==> src/sv/tdi_pkg.sv <==
// Shared constants and controller/datapath interface types for the tile dedup indexer.
`default_nettype none

package tdi_pkg;

    // Dictionary geometry
    localparam int MAX_TILES       = 64;
    localparam int MAX_TILE_PIXELS = 64;
    localparam int TILE_W          = $clog2(MAX_TILES);
    localparam int CNT_W           = TILE_W + 1;
    localparam int POS_W           = $clog2(MAX_TILE_PIXELS);
    localparam int ADDR_W          = TILE_W + POS_W;

    // Field widths
    localparam int PIX_W  = 32;
    localparam int LEN_W  = 7;
    localparam int IDX_W  = 7;
    localparam int OCC_W  = 16;
    localparam int DIST_W = 7;

    localparam logic [OCC_W-1:0] OCC_MAX         = {OCC_W{1'b1}};
    localparam logic [LEN_W-1:0] TILE_PIXELS_RST = LEN_W'(MAX_TILE_PIXELS);

    // Controller to datapath commands
    typedef struct packed {
        logic accept;    // load the incoming pixel beat
        logic rd_issue;  // read stored tile k at the current position
        logic wr_pix;    // write pixel into the free slot
        logic pix_next;  // advance to the next pixel position
        logic scan_step; // test one mismatch bit during the match search
        logic occ_upd;   // update occurrence count and form the result
        logic out_load;  // move the result into the output register
    } t_cmd;

    // Datapath to controller status
    typedef struct packed {
        logic stored_zero;
        logic rd_last;
        logic tile_end;
        logic scan_hit;
        logic scan_done;
        logic out_free;
    } t_sts;

endpackage

`default_nettype wire

==> src/sv/tdi_ctrl.sv <==
// Sequencing state machine for the tile dedup indexer.
`default_nettype none

module tdi_ctrl (
    input  wire logic          i_clk,
    input  wire logic          i_rst_n,
    input  wire logic          i_s_tvalid,
    output logic               o_s_tready,
    input  wire tdi_pkg::t_sts i_sts,
    output tdi_pkg::t_cmd      o_cmd
);

    typedef enum logic [2:0] {
        ST_IDLE,
        ST_READ,
        ST_WRITE,
        ST_SCAN,
        ST_OCC_RD,
        ST_OCC_UPD,
        ST_RESULT
    } t_state;

    t_state r_state;
    t_state n_state;

    assign o_s_tready = (r_state == ST_IDLE);

    // Next state and commands
    always_comb begin
        n_state = r_state;
        o_cmd   = '0;
        case (r_state)
            ST_IDLE: begin
                if (i_s_tvalid) begin
                    o_cmd.accept = 1'b1;
                    n_state      = ST_READ;
                end
            end
            ST_READ: begin
                if (i_sts.stored_zero) begin
                    n_state = ST_WRITE;
                end else begin
                    o_cmd.rd_issue = 1'b1;
                    if (i_sts.rd_last) begin
                        n_state = ST_WRITE;
                    end
                end
            end
            ST_WRITE: begin
                o_cmd.wr_pix = 1'b1;
                if (i_sts.tile_end) begin
                    n_state = ST_SCAN;
                end else begin
                    o_cmd.pix_next = 1'b1;
                    n_state        = ST_IDLE;
                end
            end
            ST_SCAN: begin
                o_cmd.scan_step = 1'b1;
                if (i_sts.scan_hit) begin
                    n_state = ST_OCC_RD;
                end else if (i_sts.scan_done) begin
                    n_state = ST_OCC_UPD;
                end
            end
            ST_OCC_RD: begin
                n_state = ST_OCC_UPD;
            end
            ST_OCC_UPD: begin
                o_cmd.occ_upd = 1'b1;
                n_state       = ST_RESULT;
            end
            ST_RESULT: begin
                if (i_sts.out_free) begin
                    o_cmd.out_load = 1'b1;
                    n_state        = ST_IDLE;
                end
            end
            default: begin
                n_state = ST_IDLE;
            end
        endcase
    end

    // State register
    always_ff @(posedge i_clk) begin
        if (!i_rst_n) begin
            r_state <= ST_IDLE;
        end else begin
            r_state <= n_state;
        end
    end

endmodule

`default_nettype wire

==> config.mk <==
export PLATFORM = sky130hd
export DESIGN_NAME = tdi_ctrl
export DESIGN_NICKNAME = d
export VERILOG_FILES = /design/src/sv/tdi_pkg.sv /design/src/sv/tdi_ctrl.sv
export SDC_FILE = /design/constraint.sdc
export NUM_CORES = 1
export LEC_CHECK = 0
export BUFFER_PORTS_ARGS = -buffer_cell sky130_fd_sc_hd__buf_2
export CORE_AREA = 3 3 40 42
export CTS_CLUSTER_DIAMETER = 60
export DETAILED_ROUTE_END_ITERATION = 8
export DIE_AREA = 0 0 43 45
export PLACE_DENSITY = 0.46
export SLEW_MARGIN = 20
export SYNTH_ARGS = -nofsm -noshare
export SYNTH_HDL_FRONTEND = slang
export SYNTH_SLANG_ARGS = --single-unit
==> constraint.sdc <==
create_clock -name i_clk -period 1.9 [get_ports i_clk]
set_input_delay 0.19 -clock i_clk [delete_from_list [all_inputs] [get_ports i_clk]]
set_output_delay 0.19 -clock i_clk [all_outputs]
set_load 0.01 [all_outputs]
==> run metrics <==
outcome=completed; Worst setup EP type=output port; Synth top area share=22.3%; I/O pin total=17; filler cell count=142; RSZ-0062 raised after global routing=no; cells after synthesis=36; f_max=0.616 GHz; largest area contributor in the netlist=dfxtp_1; WP data required=1710 ps; mux cell area share after synthesis=3.72%; DR vias=300; adder-cell share of the synthesized area=0%; initial antenna violation count=0; Worst Hold Endpoint=r_state[1]$_SDFFE_PN0P_; Synth Area in XOR/XNOR=0%; Worst Hold Margin=221 ps; post-synthesis compound-gate area fraction=20.0%; unique cell type count in the Yosys netlist=22; Worst R2R Start=r_state[0]$_SDFFE_PN0P_; synthesized flop and latch total=3; first-pass GRT wire length=1120 µm; crit-path max FO=11; max reg flops=3; area grow syn2layout=42.3%; CTS tree=yes; # setup viols final=0; # Post-CTS Setup Buffers=0; mean routed wirelength per cell=10.2 µm; setup TNS=0 ps; Seq/Total Area, Yosys=22.3%; clk_skew=8.79 ps; drt total wl=704 µm; IO Port Bufs=16; CP Launch Type=flop; Mean Syn Cell Area=7.47 µm²; Worst Max-Slew Pin Slew=306 ps; CTS H-tree depth=1; hold buffers post-CTS=0; grt ovf=0; Register Area=60.1 µm²; chip height=45 µm; ANT cells=0; VDD IR max=0.168 mV; Die Wd=43 µm; Worst-path clk slew=50 ps; clock buffer depth=2; Pleak=0.000212 µW; Initial DRC Count=2; normalized max-slew margin=79.6%; vias in the first global route=265; hold crit path type=primary input to flop; reg-to-reg slack, setup=390 ps; Synth Area in Simple Gates=44.2%; Slew Limit Fails=0; largest registers=r_state x3; hpwl dp=525 µm; GPL Wtd Cong=0.642; Num CTS Buffers=3; Clock Root Buffer=clkbuf_4; most area-consuming cells after synthesis=dfxtp_1 22%, nor2b_1 7.0%, nor3b_1 5.6%; crit path from=r_state[0]$_SDFFE_PN0P_; synthesized area=269 µm²; drt drc=0; crit path kind=flop to output port; final hold violations=0; Layout Nets=64; Placeable Area=1280 µm²; Critical Path AT=1430 ps; hold path depth=3; multi-input logic area=183 µm²; antenna-violating nets left=0; Tmin final=1620 ps; CTS resizes=0; post-layout util=29.8%; layout cells sized above 1=38.9%; drt pass-1 iters=2; clk_lat worst skew=250 ps; PnR Total Power=303 µW; FF-to-FF path depth=4; largest net degree at the start of global routing=12; Max Cap Viol=0; Total GRT Usage=7.99%; DR vias/cell=4.35; Core Rows=13; CTS Sinks=3; Pwr per Cell Area=791 nW/µm²; starting density of the core=20.9%; FF-to-FF End=r_state[1]$_SDFFE_PN0P_; hold wc startpoint=i_rst_n; largest family of logic cells by synthesized area=simple AND/OR/NAND/NOR gates; synth warn=0; Die ar.=1940 µm²; Biggest register=r_state; Mapped Nets=45; Final period util=85.4%
==> cell type report <==
cell class                      instances  area share, %
Inverter                                2           1.96
Timing Repair Buffer                   17           22.9
Multi-Input combinational cell         28           47.7
Sequential cell                         3           15.7
Tap cell                               15           4.90
Clock buffer                            4           6.86
==> Yosys cell counts <==
| master | n |
|---|---|
| o21ai_0 | 2 |
| and2_1 | 1 |
| mux2i_1 | 1 |
| nand2b_1 | 1 |
| inv_1 | 2 |
| or4b_4 | 1 |
| nand3b_1 | 1 |
| o21bai_1 | 1 |
| clkbuf_1 | 2 |
| and4b_1 | 1 |
| nor2b_1 | 3 |
| o32a_1 | 1 |
| nor3_1 | 2 |
| o22ai_1 | 1 |
| buf_6 | 1 |
| nor3b_1 | 2 |
| nand2_1 | 3 |
| and3b_1 | 1 |
| dfxtp_1 | 3 |
| nor2_1 | 3 |
| a21oi_1 | 2 |
| o211a_1 | 1 |
==> worst max-delay path, stage by stage, from the launching register on <==
cell,delay (ps)
dfxtp_1,490
or4b_4,520
inv_1,60
buf_2,120
==> through the flow <==
step	cells	setup slack, ps	cell area, µm²
3_3_place_gp	65	440	357
5_1_grt	69	228	383
6_report	69	277	383
3_5_place_dp	65	396	357
4_1_cts	69	289	383
2_1_floorplan	36	470	269
==> routing by layer <==
| layer | vias to the layer above | track usage, % | routed length [µm] |
|---|---|---|---|
| li1 | 166 | - | - |
| met1 | 118 | 9.62 | 321 |
| met2 | 14 | 12.0 | 303 |
| met3 | 2 | 2.79 | 64 |
| met4 | 0 | 5.42 | 14 |
| met5 | - | 0 | 0 |
==> cell families after synthesis <==
| group | after synthesis |
|---|---|
| AOI/OAI and AO/OA | 8 |
| and+or+nand+nor | 19 |
| muxes | 1 |
| buffers and inverters | 5 |
| DFF | 3 |
==> placed cells by master, fill, tap and decap left out, types with 2 or more instances in the layout <==
cell type and instances:
o21ai_0 2, nand2_1 3, a21oi_1 2, nor2b_1 3, nor3b_1 2, nor3_1 2
dfxtp_1 3, clkbuf_4 3, nor2_1 3, buf_2 16, inv_1 2
==> where the power goes <==
group / internal [µW] / switching [µW] / total (µW)
clock network: 79.6 / 46.8 / 126
registers: 70.5 / 15.8 / 86.3
logic: 48.7 / 41.3 / 90.1
total: 199 / 104 / 303
==> worst max-delay path by stage <==
stage | end | slack (ps) | cells after the start
6_report | o_cmd[5] | 280 | 3
5_1_grt | o_cmd[5] | 230 | 3
4_1_cts | o_cmd[5] | 290 | 3
3_5_place_dp | r_state[1]$_SDFFE_PN0P_ | 400 | 4
3_3_place_gp | r_state[1]$_SDFFE_PN0P_ | 440 | 4
2_1_floorplan | o_cmd[3] | 470 | 3
Note: power is estimated with default switching activity, not from simulation.
